[config.mk]
export PLATFORM = sky130hd
export DESIGN_NAME = vre_queue
export DESIGN_NICKNAME = d
export VERILOG_FILES = /design/src/rtl/core/vre_pkg.sv /design/src/rtl/core/vre_queue.sv
export SDC_FILE = /design/constraint.sdc
export NUM_CORES = 1
export LEC_CHECK = 0
export ABC_AREA = 1
export BUFFER_PORTS_ARGS = -buffer_cell sky130_fd_sc_hd__buf_4
export CAP_MARGIN = 5
export CORE_MARGIN = 3
export CORE_UTILIZATION = 35
export CTS_CLUSTER_SIZE = 28
export DETAILED_ROUTE_END_ITERATION = 10
export GPL_ROUTABILITY_DRIVEN = 0
export GPL_TIMING_DRIVEN = 0
export SETUP_SLACK_MARGIN = 0.1
export SLEW_MARGIN = 20
export SYNTH_ARGS = -nofsm -noshare
export SYNTH_HDL_FRONTEND = slang
export SYNTH_SLANG_ARGS = --single-unit
[constraint.sdc]
create_clock -name clk_i -period 9.8 [get_ports clk_i]
set_input_delay 0.98 -clock clk_i [delete_from_list [all_inputs] [get_ports clk_i]]
set_output_delay 0.98 -clock clk_i [all_outputs]
set_load 0.05 [all_outputs]
[src/rtl/core/vre_pkg.sv]
// Shared types and constants for the vector reduction engine.
package vre_pkg;

  // Reduction modes; codes 10 to 15 are left unused and ignore elements
  typedef enum logic [3:0] {
    MODE_MIN       = 4'd0,
    MODE_MAX       = 4'd1,
    MODE_L1        = 4'd2,
    MODE_L2        = 4'd3,
    MODE_MAXABS    = 4'd4,
    MODE_DOT       = 4'd5,
    MODE_MINQUOT   = 4'd6,
    MODE_WRMS      = 4'd7,
    MODE_WRMS_MASK = 4'd8,
    MODE_EQUALS    = 4'd9
  } mode_e;

  // Configuration register indexes
  localparam int unsigned CFG_IDX_W = 2;
  localparam logic [CFG_IDX_W-1:0] CFG_MODE = 2'd0;
  localparam logic [CFG_IDX_W-1:0] CFG_TOL  = 2'd1;

  localparam logic signed [63:0] S64_MAX = 64'sh7FFF_FFFF_FFFF_FFFF;
  localparam logic signed [63:0] S64_MIN = 64'sh8000_0000_0000_0000;
  localparam logic signed [63:0] Q32_ONE = 64'sh0000_0001_0000_0000;

  localparam int unsigned QUEUE_DEPTH = 4;
  localparam int unsigned QUEUE_PTR_W = 2;

  // One classified element handed from front to back
  typedef struct packed {
    logic signed [63:0] term;
    logic               skip;
    logic               clip;
    logic               neq;
    logic               last;
  } work_t;

  typedef enum logic [2:0] {
    F_IDLE,
    F_MUL,
    F_SQ,
    F_DIV,
    F_PUSH
  } front_state_e;

  typedef enum logic [1:0] {
    B_RUN,
    B_DIV,
    B_SQRT,
    B_OUT
  } back_state_e;

  // Accumulator start value of a mode
  function automatic logic signed [63:0] init_acc(mode_e m);
    logic signed [63:0] v;
    case (m)
      MODE_MIN, MODE_MINQUOT: v = S64_MAX;
      MODE_MAX:               v = S64_MIN;
      default:                v = '0;
    endcase
    return v;
  endfunction

endpackage

[src/rtl/core/vre_queue.sv]
// Small queue of classified elements between front and back.
module vre_queue import vre_pkg::*; (
  input  logic  clk_i,
  input  logic  rst_ni,
  input  logic  push_i,
  output logic  ready_o,
  input  work_t data_i,
  output logic  valid_o,
  input  logic  pop_i,
  output work_t data_o
);

  work_t                  mem [QUEUE_DEPTH];
  logic [QUEUE_PTR_W-1:0] wr_q, rd_q;
  logic [QUEUE_PTR_W:0]   cnt_q;
  logic                   do_push, do_pop;

  assign ready_o = (cnt_q != QUEUE_PTR_W'(0) + (QUEUE_PTR_W+1)'(QUEUE_DEPTH));
  assign valid_o = (cnt_q != '0);
  assign data_o  = mem[rd_q];
  assign do_push = push_i && ready_o;
  assign do_pop  = pop_i && valid_o;

  always_ff @(posedge clk_i or negedge rst_ni) begin
    if (!rst_ni) begin
      wr_q  <= '0;
      rd_q  <= '0;
      cnt_q <= '0;
    end else begin
      if (do_push) wr_q <= wr_q + 1'b1;
      if (do_pop) rd_q <= rd_q + 1'b1;
      if (do_push && !do_pop) cnt_q <= cnt_q + 1'b1;
      else if (do_pop && !do_push) cnt_q <= cnt_q - 1'b1;
    end
  end

  always_ff @(posedge clk_i) begin
    if (do_push) mem[wr_q] <= data_i;
  end

endmodule

==> impl_metrics.ini <==
[finish]
layout-area-overhead-vs-synth_pct = 24.7
seq_area_mm2 = 0.00834
layout-drive-gt1-share_pct = 23.4
nNetsFinal = 1115
finalNonFillerCells = 1461
antenna_cells = 0
multi_input_area_mm2 = 0.00203
fillCellCount = 2851

[critical_path]
crit_top_cell = buf_4
path_class = reg -> out
crit_path_max_incr_delay_ps = 360
critPathRequiredTime_ps = 8820
worstSetupStartpointType = register
crit_slowest_cell = dfrtp_1
end_kind = primary output
crit_buf_inv = 5
worstPathCellList = buf_4 > inv_4 > buf_6 > buf_4 > o211ai_1 > nand2_1 > buf_4
worst-endpoint-arrival_ps = 2020
crit_fanout = 10
path_delay_family = buffers and inverters

[grt]
grtUsageTotal_pct = 14.1
grt_max_degree = 23
grt_pass1_vias = 6757
antenna_found_initial = 0
grt-ovfl-total = 0
grt_pass1_wl_mm = 37.5

[synthesis]
synth.avg_cell_area_um2 = 13.3
ys.flop_type = edfxtp_1
syn-cell-area_mm2 = 0.0113
syn-num-nets = 931
synth-edff-count = 272
synthCells = 853
ys_top_cells_by_area = edfxtp_1, o211ai_1, nand2_1, inv_1, buf_6
ys_types = 17
yosysWarnings = 0
synth_top_cell_area_share_pct = 72.0
synth.largest_area_cell = edfxtp_1
synth-seq-area-share_pct = 73.5
ys_seq_elements = 279
synth_most_common_cell = edfxtp_1
synthTopCellsByCount = edfxtp_1, nand2_1, inv_1
synthArstFlopShare_pct = 2.51

[placement]
dp_slack_ps = 7080
hpwl_mm = 16.1
port_buffers = 141
place_inst = 1408

[run]
drv_cap = 0

[timing]
hold_viol = 0
worst_slew_pin_slew_ps = 619
final_max_slew_viol_count = 0
fmax_ghz = 0.334
slew_headroom_pct = 58.6
rsz0062_at_grt = false
post-route-period-util_pct = 30.6
final-setup-viol-count = 0
fin_skew_ps = 5.90
layout_min_cycle_time_ps = 3000
worst_slack_ps = 6800
tns_ps = 0

[worst_hold_path]
holdCritPathClass = in -> async

[die]
dieHeight_um = 186
pin_count = 142
num_rows = 65
initial_utilization_pct = 35.8
dieArea_mm2 = 0.0346
core-area_mm2 = 0.0317
fp.dieW_um = 186

[drt]
drtIter0Drc = 322
ant_nets = 0
via_per_inst = 4.64
drt-total-wl_mm = 24.8
wl_met1_mm = 10.8
met3_length_mm = 1.38
wl_per_cell_um = 17.0
top_layer_used = met4
route.detailed.drc = 0
wl_met2_mm = 12.0
vias = 6782
drt_pass1_iterations = 4

[clock_tree]
cts_buffers = 29
cts.reportedPaths.clkPinSlew_ps = 60
cts_tree = built
htreeDepth = 1
root_buffer = clkbuf_16
clk_latency_ps = 530
hold_buffers = 0
clk_path_buf_depth = 3
cts_sinks = 279
post-cts-setup-buffers = 0
cts_resized = 0

[power]
p_leak_nw = 5.73
vdd.ir_drop.worst_mv = 0.231
power_density_mw_per_mm2 = 359

[run_status]
outcome = completed
[cells in the final DEF (no fill, tap or decap), drive strengths merged]
master    instances
edfxtp          272
nand2           221
buf             198
inv             152
o211ai          136
clkbuf           32
clkinv           16
nand3             7
dfrtp             7
ha                5
nor2              4
bufinv            4
o21ai             1
xnor2             1
nand4             1
fa                1
clkinvlp          1
[registers in the layout, summed over array words and instances (netlist names)]
signal  cells
mem       272
wr_q        2
cnt_q       3
rd_q        2
[worst register-to-register path, cell delays in order (launching register included)]
cell     delay [ps]
dfrtp_1         410
inv_1            80
nand3_1         160
nand2_1         300
nor2_4          580
buf_16          240
buf_12          200
[stage by stage]
step	utilization (%)	instance area, um2	total power, mW	hold slack (ps)
2_1_floorplan	-	11300	3.28	463
3_3_place_gp	40.7	12900	4.04	481
3_5_place_dp	41.6	13200	4.09	495
4_1_cts	44.6	14200	5.17	228
5_1_grt	44.6	14200	5.37	231
6_report	44.6	14200	5.09	256
[layer usage]
metal | GRT usage [%] | vias up
met1 | 18.5 | 3228
li1 | - | 3341
met2 | 24.0 | 169
met3 | 2.70 | 44
met5 | 0 | -
met4 | 4.20 | 0
[power breakdown]
| part | internal, mW | leakage (nW) | total (mW) | switching, mW |
|---|---|---|---|---|
| Sequential | 1.57 | 2.58 | 1.62 | 0.0520 |
| Combinational | 0.728 | 2.69 | 2.40 | 1.67 |
| Clock | 0.645 | 0.467 | 1.07 | 0.427 |
[final cells by class]
class	instances	share of cell area [%]
sequential	279	58.9
multi-input combinational	377	14.4
timing repair buffer	153	9.39
clock buffer	32	5.21
inverter	152	4.05
tap	402	3.55
buffer	45	3.03
clock inverter	21	1.47
[worst paths after layout]
| kind | start | endpoint | slack, ps | depth (start not counted) |
|---|---|---|---|---|
| hold / removal | rst_ni | wr_q[1] | 260 | 1 |
| max in group asynchronous | rst_ni | rd_q[0] | 9420 | 1 |
| setup reg to reg | cnt_q[0] | mem[2][24] | 7520 | 6 |
| hold reg to reg | cnt_q[2] | cnt_q[2] | 500 | 2 |
| min in group clk_i | cnt_q[2] | cnt_q[2] | 500 | 2 |
| setup / recovery | rd_q[1] | data_o[43] | 6800 | 7 |
[cell families (layout without fill, tap and decap cells)]
| kind of cell | count (synthesis) | after routing | share of synthesized area (%) |
|---|---|---|---|
| flops | 279 | 279 | 73.5 |
| simple gates | 233 | 233 | 7.81 |
| buf+inv | 197 | 403 | 8.83 |
| compound gates | 137 | 137 | 9.04 |
| fa+ha+maj | 6 | 6 | 0.728 |
| xor+xnor | 1 | 1 | 0.0772 |
Power figures use the tool's default switching activity.
