**config.mk**
```make
export PLATFORM = sky130hd
export DESIGN_NAME = vre_back
export DESIGN_NICKNAME = d
export VERILOG_FILES = /design/src/rtl/core/vre_pkg.sv /design/src/rtl/core/vre_back.sv
export SDC_FILE = /design/constraint.sdc
export NUM_CORES = 1
export LEC_CHECK = 0
export BUFFER_PORTS_ARGS = -buffer_cell sky130_fd_sc_hd__buf_2
export CORE_MARGIN = 2
export CORE_UTILIZATION = 63
export DETAILED_ROUTE_END_ITERATION = 12
export PLACE_DENSITY_LB_ADDON = 0.2
export SYNTH_ARGS = -nofsm -noshare
export SYNTH_HDL_FRONTEND = slang
export SYNTH_SLANG_ARGS = --single-unit
export TNS_END_PERCENT = 20
```
**constraint.sdc**
```tcl
create_clock -name clk_i -period 11.2 [get_ports clk_i]
set_input_delay 1.68 -clock clk_i [delete_from_list [all_inputs] [get_ports clk_i]]
set_output_delay 1.68 -clock clk_i [all_outputs]
set_load 0.02 [all_outputs]
```
**src/rtl/core/vre_pkg.sv**
```systemverilog
// Shared types and constants for the vector reduction engine.
package vre_pkg;

  // Reduction modes; codes 10 to 15 are left unused and ignore elements
  typedef enum logic [3:0] {
    MODE_MIN       = 4'd0,
    MODE_MAX       = 4'd1,
    MODE_L1        = 4'd2,
    MODE_L2        = 4'd3,
    MODE_MAXABS    = 4'd4,
    MODE_DOT       = 4'd5,
    MODE_MINQUOT   = 4'd6,
    MODE_WRMS      = 4'd7,
    MODE_WRMS_MASK = 4'd8,
    MODE_EQUALS    = 4'd9
  } mode_e;

  // Configuration register indexes
  localparam int unsigned CFG_IDX_W = 2;
  localparam logic [CFG_IDX_W-1:0] CFG_MODE = 2'd0;
  localparam logic [CFG_IDX_W-1:0] CFG_TOL  = 2'd1;

  localparam logic signed [63:0] S64_MAX = 64'sh7FFF_FFFF_FFFF_FFFF;
  localparam logic signed [63:0] S64_MIN = 64'sh8000_0000_0000_0000;
  localparam logic signed [63:0] Q32_ONE = 64'sh0000_0001_0000_0000;

  localparam int unsigned QUEUE_DEPTH = 4;
  localparam int unsigned QUEUE_PTR_W = 2;

  // One classified element handed from front to back
  typedef struct packed {
    logic signed [63:0] term;
    logic               skip;
    logic               clip;
    logic               neq;
    logic               last;
  } work_t;

  typedef enum logic [2:0] {
    F_IDLE,
    F_MUL,
    F_SQ,
    F_DIV,
    F_PUSH
  } front_state_e;

  typedef enum logic [1:0] {
    B_RUN,
    B_DIV,
    B_SQRT,
    B_OUT
  } back_state_e;

  // Accumulator start value of a mode
  function automatic logic signed [63:0] init_acc(mode_e m);
    logic signed [63:0] v;
    case (m)
      MODE_MIN, MODE_MINQUOT: v = S64_MAX;
      MODE_MAX:               v = S64_MIN;
      default:                v = '0;
    endcase
    return v;
  endfunction

endpackage

```
**src/rtl/core/vre_back.sv**
```systemverilog
// Back end: accumulates terms, finishes with divide-by-count and square root (WRMS modes) or square root alone (L2).
module vre_back import vre_pkg::*; #(
  parameter int unsigned CountBits = 32
) (
  input  logic        clk_i,
  input  logic        rst_ni,
  input  mode_e       mode_i,
  input  logic        restart_i,
  input  mode_e       restart_mode_i,
  input  logic        work_valid_i,
  input  work_t       work_i,
  output logic        pop_o,
  output logic        out_valid_o,
  input  logic        out_ready_i,
  output logic [63:0] result_o,
  output logic        equal_o,
  output logic        sat_o
);

  back_state_e          state_q, state_d;
  logic signed [63:0]   acc_q, acc_d;
  logic [CountBits-1:0] cnt_q, cnt_d;
  logic                 eq_q, eq_d;
  logic                 clip_q, clip_d;
  logic [63:0]          res_q, res_d;
  logic [63:0]          dvd_q, dvd_d;
  logic [CountBits-1:0] drem_q, drem_d;
  logic [63:0]          dquo_q, dquo_d;
  logic [63:0]          rad_q, rad_d;
  logic [49:0]          srem_q, srem_d;
  logic [47:0]          root_q, root_d;
  logic [5:0]           step_q, step_d;

  // Saturating add of the incoming term
  logic signed [63:0] sum;
  logic               ovf;
  assign sum = acc_q + work_i.term;
  assign ovf = (acc_q[63] == work_i.term[63]) && (sum[63] != acc_q[63]);

  // Divider and root step datapaths
  logic [CountBits:0] dsh;
  logic [51:0]        sr, strial;
  assign dsh    = {drem_q, dvd_q[63]};
  assign sr     = {srem_q, rad_q[63:62]};
  assign strial = {2'b0, root_q, 2'b01};

  always_comb begin
    state_d = state_q;
    acc_d   = acc_q;
    cnt_d   = cnt_q;
    eq_d    = eq_q;
    clip_d  = clip_q;
    res_d   = res_q;
    dvd_d   = dvd_q;
    drem_d  = drem_q;
    dquo_d  = dquo_q;
    rad_d   = rad_q;
    srem_d  = srem_q;
    root_d  = root_q;
    step_d  = step_q;
    pop_o   = 1'b0;
    out_valid_o = 1'b0;
    case (state_q)
      B_RUN: begin
        if (work_valid_i) begin
          pop_o  = 1'b1;
          clip_d = clip_q | work_i.clip;
          if (mode_i == MODE_EQUALS && work_i.neq) eq_d = 1'b0;
          if (!work_i.skip) begin
            case (mode_i)
              MODE_MIN, MODE_MINQUOT: if (work_i.term < acc_q) acc_d = work_i.term;
              MODE_MAX, MODE_MAXABS:  if (work_i.term > acc_q) acc_d = work_i.term;
              MODE_L1, MODE_L2, MODE_DOT, MODE_WRMS, MODE_WRMS_MASK: begin
                acc_d = ovf ? (acc_q[63] ? S64_MIN : S64_MAX) : sum;
                if (ovf) clip_d = 1'b1;
              end
              default: ;
            endcase
          end
          if (!(&cnt_q)) cnt_d = cnt_q + 1'b1;
          if (work_i.last) begin
            step_d = '0;
            case (mode_i)
              MODE_L2: begin
                rad_d   = acc_d[63] ? '0 : acc_d;
                srem_d  = '0;
                root_d  = '0;
                state_d = B_SQRT;
              end
              MODE_WRMS, MODE_WRMS_MASK: begin
                dvd_d   = acc_d[63] ? '0 : acc_d;
                drem_d  = '0;
                dquo_d  = '0;
                state_d = B_DIV;
              end
              MODE_EQUALS: begin
                res_d   = eq_d ? Q32_ONE : '0;
                state_d = B_OUT;
              end
              MODE_MIN, MODE_MAX, MODE_L1, MODE_MAXABS, MODE_DOT, MODE_MINQUOT: begin
                res_d   = acc_d;
                state_d = B_OUT;
              end
              default: begin
                res_d   = '0;
                state_d = B_OUT;
              end
            endcase
          end
        end
      end
      B_DIV: begin
        // mean of squares: one quotient bit per cycle, count as divisor
        if (dsh >= {1'b0, cnt_q}) begin
          drem_d = CountBits'(dsh - {1'b0, cnt_q});
          dquo_d = {dquo_q[62:0], 1'b1};
        end else begin
          drem_d = dsh[CountBits-1:0];
          dquo_d = {dquo_q[62:0], 1'b0};
        end
        dvd_d  = {dvd_q[62:0], 1'b0};
        step_d = step_q + 6'd1;
        if (step_q == 6'd63) begin
          rad_d   = dquo_d;
          srem_d  = '0;
          root_d  = '0;
          step_d  = '0;
          state_d = B_SQRT;
        end
      end
      B_SQRT: begin
        // two radicand bits per cycle, 48 root bits
        if (sr >= strial) begin
          srem_d = 50'(sr - strial);
          root_d = {root_q[46:0], 1'b1};
        end else begin
          srem_d = sr[49:0];
          root_d = {root_q[46:0], 1'b0};
        end
        rad_d  = {rad_q[61:0], 2'b00};
        step_d = step_q + 6'd1;
        if (step_q == 6'd47) begin
          res_d   = {16'b0, root_d};
          state_d = B_OUT;
        end
      end
      B_OUT: begin
        out_valid_o = 1'b1;
        if (out_ready_i) begin
          acc_d   = init_acc(mode_i);
          cnt_d   = '0;
          eq_d    = 1'b1;
          clip_d  = 1'b0;
          state_d = B_RUN;
        end
      end
      default: state_d = B_RUN;
    endcase
    // mode write restarts the reduction
    if (restart_i) begin
      acc_d   = init_acc(restart_mode_i);
      cnt_d   = '0;
      eq_d    = 1'b1;
      clip_d  = 1'b0;
      state_d = B_RUN;
    end
  end

  assign result_o = res_q;
  assign equal_o  = (mode_i == MODE_EQUALS) && eq_q;
  assign sat_o    = clip_q;

  always_ff @(posedge clk_i or negedge rst_ni) begin
    if (!rst_ni) begin
      state_q <= B_RUN;
      acc_q   <= S64_MAX;
      cnt_q   <= '0;
      eq_q    <= 1'b1;
      clip_q  <= 1'b0;
    end else begin
      state_q <= state_d;
      acc_q   <= acc_d;
      cnt_q   <= cnt_d;
      eq_q    <= eq_d;
      clip_q  <= clip_d;
    end
  end

  always_ff @(posedge clk_i) begin
    res_q  <= res_d;
    dvd_q  <= dvd_d;
    drem_q <= drem_d;
    dquo_q <= dquo_d;
    rad_q  <= rad_d;
    srem_q <= srem_d;
    root_q <= root_d;
    step_q <= step_d;
  end

endmodule

```
==> out/results.ini <==
[placement]
place_congestion=1.01
portBuffers=148
hpwlAfterDp_mm=76.6
place_inst=4043

[yosys]
yosys_warnings=0
ys_ff_latch=491
synth-edff-count=391
synthArstFlopShare_pct=20.4
synthDistinctLibCells=105
syn_avg_cell_area_sq_um=9.69
synthFlopType=edfxtp_1
yosysSeqAreaShare_pct=44.1
synth_area_leaders=edfxtp_1 36%, ha_1 8.3%, dfstp_2 5.2%
syn-num-nets=3653
synth.cell_area_sq_um=32500
yosys.area.top_type=edfxtp_1
syn_inst=3354
synth_top_area_share_pct=36.1

[timing]
report.final.slew_viol_count=0
clock_skew_ps=20.1
rsz0062_at_grt=no
fmax_mhz=150
fin_crit_sh_pct=59.5
setup_viol=0
finalHoldViolCount=0
totalNegativeSetupSlack_ps=0
tightest_slew_ps=1410
maxSlewHeadroom_pct=5.70
final.min_clock_period_ps=6660

[clocking]
cts_hold_buf=0
cts_tree=done
clkTransAtPathRegs_ps=70
h-tree-depth=2
clk_latency_ps=600
cts_setup_buffers=0
numCtsBuffers=49
clkSinkCount=491
clockBufferDepth=3
cts-resized-gates=0
cts_root_buf=clkbuf_16

[floorplanning]
pin_count=149
fp-row-count=83
die_y_um=231
die_w_um=231
core-area_sq_um=51200
initial_core_util_pct=63.5
dieArea_sq_um=53400

[power_and_ir_drop]
vdd_drop_max_uv=437
power_leakage_nw=13.9
power.density_nw_per_um2=240

[worst_hold_path]
min_path_cells=2
min_path_type=flop to flop

[critical_path]
cp-start-kind=input port
reg2reg_from=acc_q[63]$_DFFE_PN0P_
cp.arrival_ps=7060
timing.rr.end=rad_q[37]$_DFFE_PP_
r2r_slack_ps=4900
required_ps=11590
worst-setup-path-type=input port to flop
worstSetupEndpoint=rad_q[37]$_DFFE_PP_
crit_start=work_i[25]
crit_fanout=26
cp-end-kind=flop
reg2regPathDepth=14

[grt]
antenna_found_initial=11
grt_pass1_wl_mm=160
track_usage_pct=39.2
grt_pass1_vias=26600
grt_max_degree=163
grt_overflow=0

[route]
drc_errors=0
num_vias=28300
wl_mm=107
drt-initial-drc-count=3618
wl_per_cell_um=25.8
antenna_left=0
first_pass_iters=6
vias_per_cell=6.83

[final_layout]
layout-drive-gt1-share_pct=11.4
finalNonFillerCells=4140
fin_util_pct=69.0
area_delta_synth_final_pct=8.69
nNetsFinal=3713

[outcome]
status=completed

[flow_run]
drv_cap=0

[synth_stat cells, types with 8 or more instances]
| cell | n |
|---|---|
| or3_1 | 10 |
| a211oi_1 | 42 |
| mux2i_1 | 85 |
| a31oi_1 | 26 |
| nor4_1 | 30 |
| buf_2 | 43 |
| a22o_1 | 20 |
| buf_1 | 12 |
| nand2_1 | 206 |
| o31a_1 | 10 |
| o21bai_1 | 30 |
| nand2b_1 | 27 |
| o211ai_1 | 15 |
| xor2_1 | 32 |
| o221ai_1 | 17 |
| inv_2 | 8 |
| clkbuf_1 | 118 |
| and2_1 | 96 |
| nand3_1 | 63 |
| o21ai_0 | 146 |
| or2_2 | 8 |
| inv_1 | 231 |
| nor2b_1 | 23 |
| a22oi_1 | 10 |
| dfstp_2 | 64 |
| nor3_1 | 42 |
| a21oi_1 | 312 |
| dfrtp_1 | 36 |
| nand4_1 | 36 |
| o31ai_1 | 35 |
| o22ai_1 | 64 |
| o2bb2ai_1 | 20 |
| a221o_1 | 55 |
| o21ai_1 | 56 |
| ha_1 | 216 |
| a21o_1 | 85 |
| edfxtp_1 | 391 |
| a221oi_1 | 12 |
| nor2_1 | 313 |
| xnor2_1 | 131 |
| o21a_1 | 15 |
| a211o_1 | 8 |
| and3_1 | 14 |
[worst min path at each step]
stage,startpoint,to,slack (ps)
after global placement,sat_o$_DFFE_PN0P_,sat_o$_DFFE_PN0P_,490
after detailed placement,sat_o$_DFFE_PN0P_,sat_o$_DFFE_PN0P_,490
final,eq_q$_DFFE_PN1P_,eq_q$_DFFE_PN1P_,510
after global routing,dvd_q[3]$_DFFE_PP_,dvd_q[4]$_DFFE_PP_,550
after floorplan,eq_q$_DFFE_PN1P_,eq_q$_DFFE_PN1P_,470
after CTS,eq_q$_DFFE_PN1P_,eq_q$_DFFE_PN1P_,500
[flip-flops by register name, summed over array words and instances (netlist names)]
| name | flops |
|---|---|
| result_o | 64 |
| root_q | 48 |
| dquo_q | 63 |
| drem_q | 32 |
| srem_q | 50 |
| acc_q | 64 |
| state_q | 2 |
| cnt_q | 32 |
| step_q | 6 |
| sat_o | 1 |
| rad_q | 64 |
| eq_q | 1 |
| dvd_q | 64 |
[metrics by stage]
step / cell area (sq um) / power, mW / setup WS (ps) / hold slack (ps)
finish: 35300 / 8.48 / 4540 / 505
global route: 35300 / 8.85 / 4450 / 546
global placement: 33700 / 6.60 / 4200 / 487
CTS: 35300 / 8.37 / 4770 / 505
detailed placement: 33700 / 6.71 / 4190 / 491
floorplan: 32500 / 5.68 / 306 / 473
[per-layer routing]
| metal | share of wire [%] | track usage (%) | vias up | wire length (um) |
|---|---|---|---|---|
| li1 | - | - | 12500 | - |
| met1 | 41 | 55.1 | 13600 | 43400 |
| met2 | 44 | 59.3 | 1870 | 46700 |
| met3 | 11 | 7.76 | 295 | 11700 |
| met4 | 4.8 | 16.5 | 6 | 5150 |
| met5 | 0.039 | 0 | - | 42 |
[critical path, cell delays in order]
cell,delay (ps)
buf_2,170
ha_1,390
a211oi_1,260
o211ai_1,130
o221ai_1,390
o2111ai_1,290
a22o_1,280
nor2_4,530
mux2i_2,320
mux2_2,390
a221oi_4,500
a21o_1,140
buf_4,380
nand2_1,710
o22ai_1,490
[power breakdown]
group          internal (mW)  switching [mW]
sequential              2.67           0.231
clock                  0.914           0.736
combinational           1.30            2.63
[placed cells by master, fill, tap and decap left out, types with 22 or more instances in the layout]
cell type,n
o21ai_1,56
xnor2_1,131
nand4_1,36
a221o_1,55
dfrtp_1,36
clkbuf_16,51
o21bai_1,30
nor4_1,30
buf_4,38
nand2_1,206
buf_2,147
a21oi_1,310
nor3_1,42
a211oi_1,42
mux2i_1,84
nand3_1,63
o31ai_1,35
dfstp_2,64
inv_1,230
xor2_1,32
o22ai_1,63
edfxtp_1,391
ha_1,214
a31oi_1,26
nor2_1,311
nor2b_1,22
o21ai_0,146
nand2b_1,27
a21o_1,85
and2_1,95
[final cells by class]
type / instances / area [sq um]
multi-input combinational: 2445 / 16600
fill: 3859 / 15900
sequential: 491 / 14300
clock buffer: 65 / 1380
timing repair buffer: 187 / 1060
inverter: 240 / 902
tap: 680 / 851
clock inverter: 24 / 188
antenna: 8 / 20.0
[logic make-up after synthesis]
kind of cell	Yosys count	share of synthesized area, %
compound gates	1068	21.9
simple gates	905	13.3
flops	491	44.1
buf+inv	418	5.09
fa+ha+maj	218	8.44
xor+xnor	164	4.44
mux	90	2.79
No activity file was read; power rests on OpenSTA's default activity.
